`src/rtl/sssws_pkg.sv`:
```
package sssws_pkg;

    localparam int DIGIT_COUNT = 4;
    localparam int SCAN_W      = $clog2(DIGIT_COUNT);
    localparam int PERIOD_W    = 10;
    localparam int CFG_DATA_W  = 10;

    typedef enum logic [0:0] {
        CFG_COMMON_ANODE = 1'b0,
        CFG_SPIN_PERIOD  = 1'b1
    } cfg_index_t;

    localparam logic [PERIOD_W-1:0] SPIN_PERIOD_RESET = 10'd151;

    // segment bits a..g
    localparam logic [6:0] SEG_A = 7'h01;
    localparam logic [6:0] SEG_B = 7'h02;
    localparam logic [6:0] SEG_C = 7'h04;
    localparam logic [6:0] SEG_D = 7'h08;
    localparam logic [6:0] SEG_E = 7'h10;
    localparam logic [6:0] SEG_F = 7'h20;
    localparam logic [6:0] SEG_G = 7'h40;

    localparam logic [1:0] FWD_INDEX_RESET = 2'd0;
    localparam logic [1:0] REV_INDEX_RESET = 2'd3;

    typedef struct packed {
        logic       tick_due;
        logic [7:0] time_value;
        logic       spin_enable;
        logic       spin_direction;
    } in_item_t;

    typedef struct packed {
        logic [3:0] digit_enable;
        logic [7:0] segment_drive;
    } out_item_t;

    // spinner patterns as seen by the digit currently being scanned
    typedef struct packed {
        logic [6:0] left;
        logic [6:0] right;
    } spin_view_t;

    function automatic logic [6:0] decimal_glyph(input logic [3:0] digit);
        logic [6:0] seg;
        case (digit)
            4'd0:    seg = SEG_A | SEG_B | SEG_C | SEG_D | SEG_E | SEG_F;
            4'd1:    seg = SEG_B | SEG_C;
            4'd2:    seg = SEG_A | SEG_B | SEG_D | SEG_E | SEG_G;
            4'd3:    seg = SEG_A | SEG_B | SEG_C | SEG_D | SEG_G;
            4'd4:    seg = SEG_B | SEG_C | SEG_F | SEG_G;
            4'd5:    seg = SEG_A | SEG_C | SEG_D | SEG_F | SEG_G;
            4'd6:    seg = SEG_A | SEG_C | SEG_D | SEG_E | SEG_F | SEG_G;
            4'd7:    seg = SEG_A | SEG_B | SEG_C;
            4'd8:    seg = SEG_A | SEG_B | SEG_C | SEG_D | SEG_E | SEG_F | SEG_G;
            4'd9:    seg = SEG_A | SEG_B | SEG_C | SEG_D | SEG_F | SEG_G;
            default: seg = 7'h00;
        endcase
        return seg;
    endfunction

    function automatic logic [6:0] left_frame(input logic [1:0] frame);
        logic [6:0] seg;
        case (frame)
            2'd0:    seg = SEG_A;
            2'd1:    seg = 7'h00;
            2'd2:    seg = SEG_D;
            2'd3:    seg = SEG_E | SEG_F;
            default: seg = 7'h00;
        endcase
        return seg;
    endfunction

    function automatic logic [6:0] right_frame(input logic [1:0] frame);
        logic [6:0] seg;
        case (frame)
            2'd0:    seg = SEG_A;
            2'd1:    seg = SEG_B | SEG_C;
            2'd2:    seg = SEG_D;
            2'd3:    seg = 7'h00;
            default: seg = 7'h00;
        endcase
        return seg;
    endfunction

endpackage

```
`src/rtl/seven_segment_scan_with_spinner.sv`:
```
// channel  | handshake          | payload
// input    | in_valid/in_stall  | in_data  (tick_due, time_value, spin_enable, spin_direction)
// output   | out_valid/out_stall| out_data (digit_enable, segment_drive)
// config   | cfg_write          | cfg_index, cfg_data
//
// Two registers deep: input register, then result register; one transaction
// per cycle sustained while out_stall is low.
// While a result waits under out_stall, the input register takes at most one
// more transaction; once it is full, in_stall follows out_stall in the same cycle.
// Reset: scan at digit 0, timer 0, spinner blank, common anode, period 151.
module seven_segment_scan_with_spinner (
    input  logic                                 clk,
    input  logic                                 rst_n,
    input  logic                                 in_valid,
    output logic                                 in_stall,
    input  sssws_pkg::in_item_t                  in_data,
    output logic                                 out_valid,
    input  logic                                 out_stall,
    output sssws_pkg::out_item_t                 out_data,
    input  logic                                 cfg_write,
    input  sssws_pkg::cfg_index_t                cfg_index,
    input  logic [sssws_pkg::CFG_DATA_W-1:0]     cfg_data
);
    import sssws_pkg::*;

    in_item_t            s1_item_reg;
    logic                s1_valid_reg, s1_valid_next;
    out_item_t           out_item_reg;
    logic                out_valid_reg, out_valid_next;
    logic                common_anode_reg;
    logic [PERIOD_W-1:0] spin_period_reg;
    logic                s2_ready;
    logic                step;
    logic                in_take;
    spin_view_t          view;
    out_item_t           result;

    assign s2_ready = !out_valid_reg || !out_stall;
    assign step     = s1_valid_reg && s2_ready;
    assign in_stall = s1_valid_reg && !s2_ready;
    assign in_take  = in_valid && !in_stall;

    always_comb
    begin
        if (in_take)
            s1_valid_next = 1'b1;
        else if (step)
            s1_valid_next = 1'b0;
        else
            s1_valid_next = s1_valid_reg;

        if (step)
            out_valid_next = 1'b1;
        else if (!out_stall)
            out_valid_next = 1'b0;
        else
            out_valid_next = out_valid_reg;
    end

    always_ff @(posedge clk or negedge rst_n)
    begin
        if (!rst_n)
        begin
            s1_valid_reg     <= 1'b0;
            out_valid_reg    <= 1'b0;
            common_anode_reg <= 1'b1;
            spin_period_reg  <= SPIN_PERIOD_RESET;
        end
        else
        begin
            s1_valid_reg  <= s1_valid_next;
            out_valid_reg <= out_valid_next;
            if (cfg_write)
            begin
                case (cfg_index)
                    CFG_COMMON_ANODE: common_anode_reg <= cfg_data[0];
                    CFG_SPIN_PERIOD:  spin_period_reg  <= cfg_data[PERIOD_W-1:0];
                    default:          ;
                endcase
            end
        end
    end

    always_ff @(posedge clk)
    begin
        if (in_take)
            s1_item_reg <= in_data;
        if (step)
            out_item_reg <= result;
    end

    sssws_spinner u_spinner (
        .clk         (clk),
        .rst_n       (rst_n),
        .step        (step),
        .item        (s1_item_reg),
        .spin_period (spin_period_reg),
        .view        (view)
    );

    sssws_scan u_scan (
        .clk          (clk),
        .rst_n        (rst_n),
        .step         (step),
        .time_value   (s1_item_reg.time_value),
        .view         (view),
        .common_anode (common_anode_reg),
        .result       (result)
    );

    assign out_valid = out_valid_reg;
    assign out_data  = out_item_reg;

    a_no_drop: assert property (@(posedge clk) disable iff (!rst_n)
        (s1_valid_reg && !s2_ready) |=> s1_valid_reg)
        else $error("held input transaction lost");

endmodule

```
`src/rtl/sssws_spinner.sv`:
```
module sssws_spinner (
    input  logic                                clk,
    input  logic                                rst_n,
    input  logic                                step,
    input  sssws_pkg::in_item_t                 item,
    input  logic [sssws_pkg::PERIOD_W-1:0]      spin_period,
    output sssws_pkg::spin_view_t               view
);
    import sssws_pkg::*;

    logic [PERIOD_W-1:0] step_timer_reg, step_timer_next;
    logic [1:0]          fwd_idx_reg, fwd_idx_next;
    logic [1:0]          rev_idx_reg, rev_idx_next;
    logic [6:0]          left_reg, left_next;
    logic [6:0]          right_reg, right_next;
    logic [PERIOD_W-1:0] timer_inc;
    logic                expired;
    logic [1:0]          frame;

    always_comb
    begin
        timer_inc       = step_timer_reg + 1'b1;
        // a period of zero expires on every tick, same as one
        expired         = item.tick_due && (timer_inc >= spin_period);
        frame           = item.spin_direction ? fwd_idx_reg : rev_idx_reg;
        step_timer_next = step_timer_reg;
        fwd_idx_next    = fwd_idx_reg;
        rev_idx_next    = rev_idx_reg;
        left_next       = left_reg;
        right_next      = right_reg;
        if (step && item.tick_due)
        begin
            step_timer_next = expired ? '0 : timer_inc;
            if (expired && item.spin_enable)
            begin
                left_next  = left_frame(frame);
                right_next = right_frame(frame);
                if (item.spin_direction)
                    fwd_idx_next = fwd_idx_reg + 2'd1;
                else
                    rev_idx_next = rev_idx_reg - 2'd1;
            end
        end
    end

    always_ff @(posedge clk or negedge rst_n)
    begin
        if (!rst_n)
        begin
            step_timer_reg <= '0;
            fwd_idx_reg    <= FWD_INDEX_RESET;
            rev_idx_reg    <= REV_INDEX_RESET;
            left_reg       <= '0;
            right_reg      <= '0;
        end
        else
        begin
            step_timer_reg <= step_timer_next;
            fwd_idx_reg    <= fwd_idx_next;
            rev_idx_reg    <= rev_idx_next;
            left_reg       <= left_next;
            right_reg      <= right_next;
        end
    end

    // the displayed digit sees the frame loaded in this same transaction
    assign view.left  = left_next;
    assign view.right = right_next;

    a_idle_holds: assert property (@(posedge clk) disable iff (!rst_n)
        !step |=> $stable(step_timer_reg) && $stable(fwd_idx_reg) && $stable(rev_idx_reg))
        else $error("spinner state moved without a transaction");

    a_one_direction: assert property (@(posedge clk) disable iff (!rst_n)
        step |=> !((fwd_idx_reg != $past(fwd_idx_reg)) && (rev_idx_reg != $past(rev_idx_reg))))
        else $error("both spinner indices moved in one transaction");

endmodule

```
`src/rtl/sssws_scan.sv`:
```
module sssws_scan (
    input  logic                   clk,
    input  logic                   rst_n,
    input  logic                   step,
    input  logic [7:0]             time_value,
    input  sssws_pkg::spin_view_t  view,
    input  logic                   common_anode,
    output sssws_pkg::out_item_t   result
);
    import sssws_pkg::*;

    logic [SCAN_W-1:0] scan_reg, scan_next;
    logic [15:0]       prod;
    logic [4:0]        quot;
    logic [7:0]        ones_wide;
    logic [3:0]        ones;
    logic [4:0]        tens_wide;
    logic [3:0]        tens;
    logic [6:0]        pattern;
    logic [3:0]        onehot;

    always_comb
    begin
        // tv / 10 as tv * 205 >> 11, exact for 8-bit values
        prod      = {8'd0, time_value} * 16'd205;
        quot      = prod[15:11];
        ones_wide = time_value - {quot, 3'b000} - {2'b00, quot, 1'b0};
        ones      = ones_wide[3:0];
        if (quot >= 5'd20)
            tens_wide = quot - 5'd20;
        else if (quot >= 5'd10)
            tens_wide = quot - 5'd10;
        else
            tens_wide = quot;
        tens = tens_wide[3:0];

        case (scan_reg)
            2'd0:    pattern = decimal_glyph(ones);
            2'd1:    pattern = decimal_glyph(tens);
            2'd2:    pattern = view.left;
            2'd3:    pattern = view.right;
            default: pattern = 7'h00;
        endcase
        onehot = 4'b0001 << scan_reg;

        if (common_anode)
        begin
            result.digit_enable  = onehot;
            result.segment_drive = ~{1'b0, pattern};
        end
        else
        begin
            result.digit_enable  = ~onehot;
            result.segment_drive = {1'b0, pattern};
        end

        scan_next = step ? scan_reg + 1'b1 : scan_reg;
    end

    always_ff @(posedge clk or negedge rst_n)
    begin
        if (!rst_n)
            scan_reg <= '0;
        else
            scan_reg <= scan_next;
    end

    a_scan_advance: assert property (@(posedge clk) disable iff (!rst_n)
        step |=> scan_reg == $past(scan_reg) + 1'b1)
        else $error("scan position did not advance");

    a_onehot_digit: assert property (@(posedge clk) disable iff (!rst_n)
        $onehot(common_anode ? result.digit_enable : ~result.digit_enable))
        else $error("digit drive not one-hot");

endmodule
```
`config.mk`:
```
export PLATFORM = sky130hd
export DESIGN_NAME = seven_segment_scan_with_spinner
export DESIGN_NICKNAME = d
export VERILOG_FILES = /design/src/rtl/sssws_pkg.sv /design/src/rtl/seven_segment_scan_with_spinner.sv /design/src/rtl/sssws_spinner.sv /design/src/rtl/sssws_scan.sv
export SDC_FILE = /design/constraint.sdc
export NUM_CORES = 1
export LEC_CHECK = 0
export ABC_AREA = 0
export BUFFER_PORTS_ARGS = -buffer_cell sky130_fd_sc_hd__buf_2
export CAP_MARGIN = 30
export CORE_ASPECT_RATIO = 0.5
export CORE_MARGIN = 2
export CORE_UTILIZATION = 55
export DETAILED_ROUTE_END_ITERATION = 12
export PLACE_DENSITY = 0.85
export SLEW_MARGIN = 20
export SYNTH_ARGS = -nofsm -noshare
export SYNTH_HDL_FRONTEND = slang
export SYNTH_SLANG_ARGS = --single-unit
```
`constraint.sdc`:
```
create_clock -name clk -period 7.8 [get_ports clk]
set_input_delay 0.39 -clock clk [delete_from_list [all_inputs] [get_ports clk]]
set_output_delay 0.39 -clock clk [all_outputs]
set_load 0.01 [all_outputs]
```
==> metrics.md <==
| Metric | Value |
|---|---|
| Setup TNS | 0 ns |
| Syn nets | 591 |
| Post-synth EDFFs | 23 |
| Die area | 0.00987 mm2 |
| Top_reg_cell synth | dfrtp_1 |
| Synth top area share | 0.181 |
| CP max FO | 11 |
| Post-DRT Antenna Nets | 0 |
| Hold Path Origin | in_data[6] |
| Core Rows | 24 |
| Leading area contributor after synthesis | ha_1 |
| Crit Path Category | reg2reg |
| Synth-to-Final Area Change | 12.1% |
| First-pass GRT wire length | 16900 um |
| Post-DP HPWL | 7440 um |
| Synth Cell Area | 0.00497 mm2 |
| Layout Nets | 631 |
| Number of global-route vias before repair | 3619 |
| Setup Fix Bufs, Post-CTS | 0 |
| MaxCap Viol Count | 0 |
| Final Hold Vio Count | 0 |
| Power per standard cell area | 382 mW/mm2 |
| VDD IR max | 0.213 mV |
| Fill cells | 662 |
| Worst Tran Pin Value | 0.782 ns |
| Initial antenna violation count | 0 |
| Critical Path Stages | 25 |
| Hold depth | 1 |
| Delay of the slowest critical-path stage | 0.63 ns |
| GR Overflow Total | 0 |
| CP required | 7.87 ns |
| Post-route minimum period | 7.16 ns |
| Synth top area cells | ha_1 (18%), dfrtp_1 (18%), edfxtp_1 (14%) |
| Ys async rst share | 0.652 |
| # IOs | 41 |
| Slowest cell on the critical path | o32ai_2 |
| 1st-iter DRT viols | 250 |
| Leakage dissipation | 2.70 nW |
| CTS tree | done |
| Max reg flops | 12 |
| CTS Sinks | 66 |
| CTS Buf Count | 9 |
| Slew Limit Headroom | 0.479 |
| Final Max Slew Viols | 0 |
| Die extent in x | 139 um |
| Worst setup path startpoint | s1_item_reg[3] |
| Met3 usage | 0.0461 |
| Fin crit share | 0.919 |
| Die Y | 71.3 um |
| Type of origin of the critical path | register |
| Clk root buf | clkbuf_16 |
| Final wirelength | 9960 um |
| Arrival @ worst endpoint | 7.23 ns |
| R2r worst-path depth | 25 |
| Post-synthesis cell type count | 71 |
| Final Wtd Congestion | 0.906 |
| Longest Clk Path Bufs | 2 |
| Buf/Inv on CP | 3 |
| Met2 GRT Util | 0.369 |
| Met1 GRT Util | 0.273 |
| Post-Syn Area per Cell | 10.3 um2 |
| RR Startpoint | s1_item_reg[3] |
| Global route hottest layer | met2 |
| Clk Latency, worst-skew pair | 0.33 ns |
| Routed vias/inst | 5.80 |
| FF+latch count, synth | 66 |
| # port buffers | 40 |
| Fmax | 140 MHz |
| CP Capture Type | register |
| Antenna Cells | 0 |
| Crit path max-delay family | adder cells |
| Endpoints failing setup | 0 |
| Status | finished, final reports clean |
| HP Class | in2reg |
| Ys Warns | 0 |
| Ratio of cells with drive above 1 in the final layout | 0.180 |
| RSZ-0062 raised after global routing | false |
| Most frequent cells in the layout | ha_1 (72), nand2_1 (44), inv_1 (40), buf_2 (40), dfrtp_1 (35) |
| Reg clk slew, reported paths | 0.06 ns |
| Post-Synthesis Cells | 482 |
| Placeable core area | 0.00874 mm2 |
| Power Total | 0.00213 W |
| Total GRT Usage | 0.213 |
| Layout Skew | 0.00641 ns |
| Commonest non-fill, non-tap cell in the layout | ha_1 |
| DRC | 0 |
| DRT Pass-1 Iters | 5 |
| H-tree Lvls | 3 |
| Routed len/inst | 15.5 um |
| Sequential fraction of the synthesis area | 0.357 |
| Initial Utilization | 0.569 |
| Largest net degree at the start of global routing | 44 |
| Total number of vias | 3738 |
==> synth_stat cells (all sizes together), types with 3 or more instances <==
| master | count |
|---|---|
| inv | 41 |
| mux2i | 3 |
| nor4 | 4 |
| a221oi | 6 |
| fa | 10 |
| buf | 6 |
| nand2 | 44 |
| a21oi | 12 |
| a31oi | 3 |
| nor2 | 15 |
| nand2b | 8 |
| dfstp | 8 |
| a22oi | 3 |
| clkbuf | 8 |
| xor2 | 17 |
| nor2b | 5 |
| edfxtp | 23 |
| and2 | 12 |
| ha | 72 |
| a211oi | 6 |
| dfrtp | 35 |
| nor3b | 3 |
| or2 | 3 |
| mux2 | 12 |
| nand3 | 15 |
| nor3 | 7 |
| nand4 | 4 |
| xnor2 | 13 |
| and3 | 8 |
| o21ai | 33 |
| a21o | 5 |
==> timing repair <==
action / CTS / global route
endpoints found under the hold margin: 0 / 8
hold buffers: 0 / 1
gates resized for setup: 0 / 0
==> metrics by stage <==
| stage | hold WS [ns] | cell area [um2] | setup WS, ns | utilization | cells |
|---|---|---|---|---|---|
| after CTS | 0.228 | 5550 | 0.684 | 0.635 | 642 |
| after global routing | 0.224 | 5580 | 0.222 | 0.638 | 644 |
| after detailed placement | 0.463 | 5270 | 0.686 | 0.603 | 626 |
| after floorplan | 0.0944 | 4970 | 1.50 | - | 482 |
| final | 0.234 | 5580 | 0.635 | 0.638 | 644 |
| after global placement | 0.455 | 5270 | 1.04 | 0.603 | 626 |
==> path summary, 6_finish.rpt <==
kind / slack (ns) / to
max: 0.64 / out_data[6]
min: 0.23 / s1_item_reg[6]
max reg2reg: 0.64 / out_data[6]
min reg2reg: 0.48 / u_spinner.right_reg[3]
max in group asynchronous: 6.80 / spin_period_reg[2]
min in group asynchronous: 0.47 / u_spinner.step_timer_reg[0]
==> layer usage <==
| metal | wire length (um) | vias up |
|---|---|---|
| li1 | - | 1804 |
| met1 | 4520 | 1796 |
| met2 | 4760 | 112 |
| met3 | 510 | 26 |
| met4 | 172 | 0 |
| met5 | 0 | - |
==> area by class of cell <==
class	instances	area (um2)	area share
Inverter	41	154	0.0276
Sequential cell	66	1780	0.319
Clock inverter	3	15.0	0.00269
Tap cell	117	146	0.0263
Multi-Input combinational cell	361	2990	0.536
Timing Repair Buffer	43	238	0.0426
Clock buffer	13	260	0.0467
==> power breakdown <==
group          total, W  internal, W  switching, W
Combinational   0.00127     0.000503      0.000772
Clock          0.000368     0.000231      0.000137
Sequential     0.000488     0.000448     0.0000399
==> cell families after synthesis <==
kind of cell	synth area share
and+or+nand+nor	0.143
xor gates and xnor gates	0.0634
AOI/OAI and AO/OA	0.139
muxes	0.0332
DFF	0.357
buffers and inverters	0.0425
adders and majority gates	0.221
Note: power is estimated with default switching activity, not from simulation.
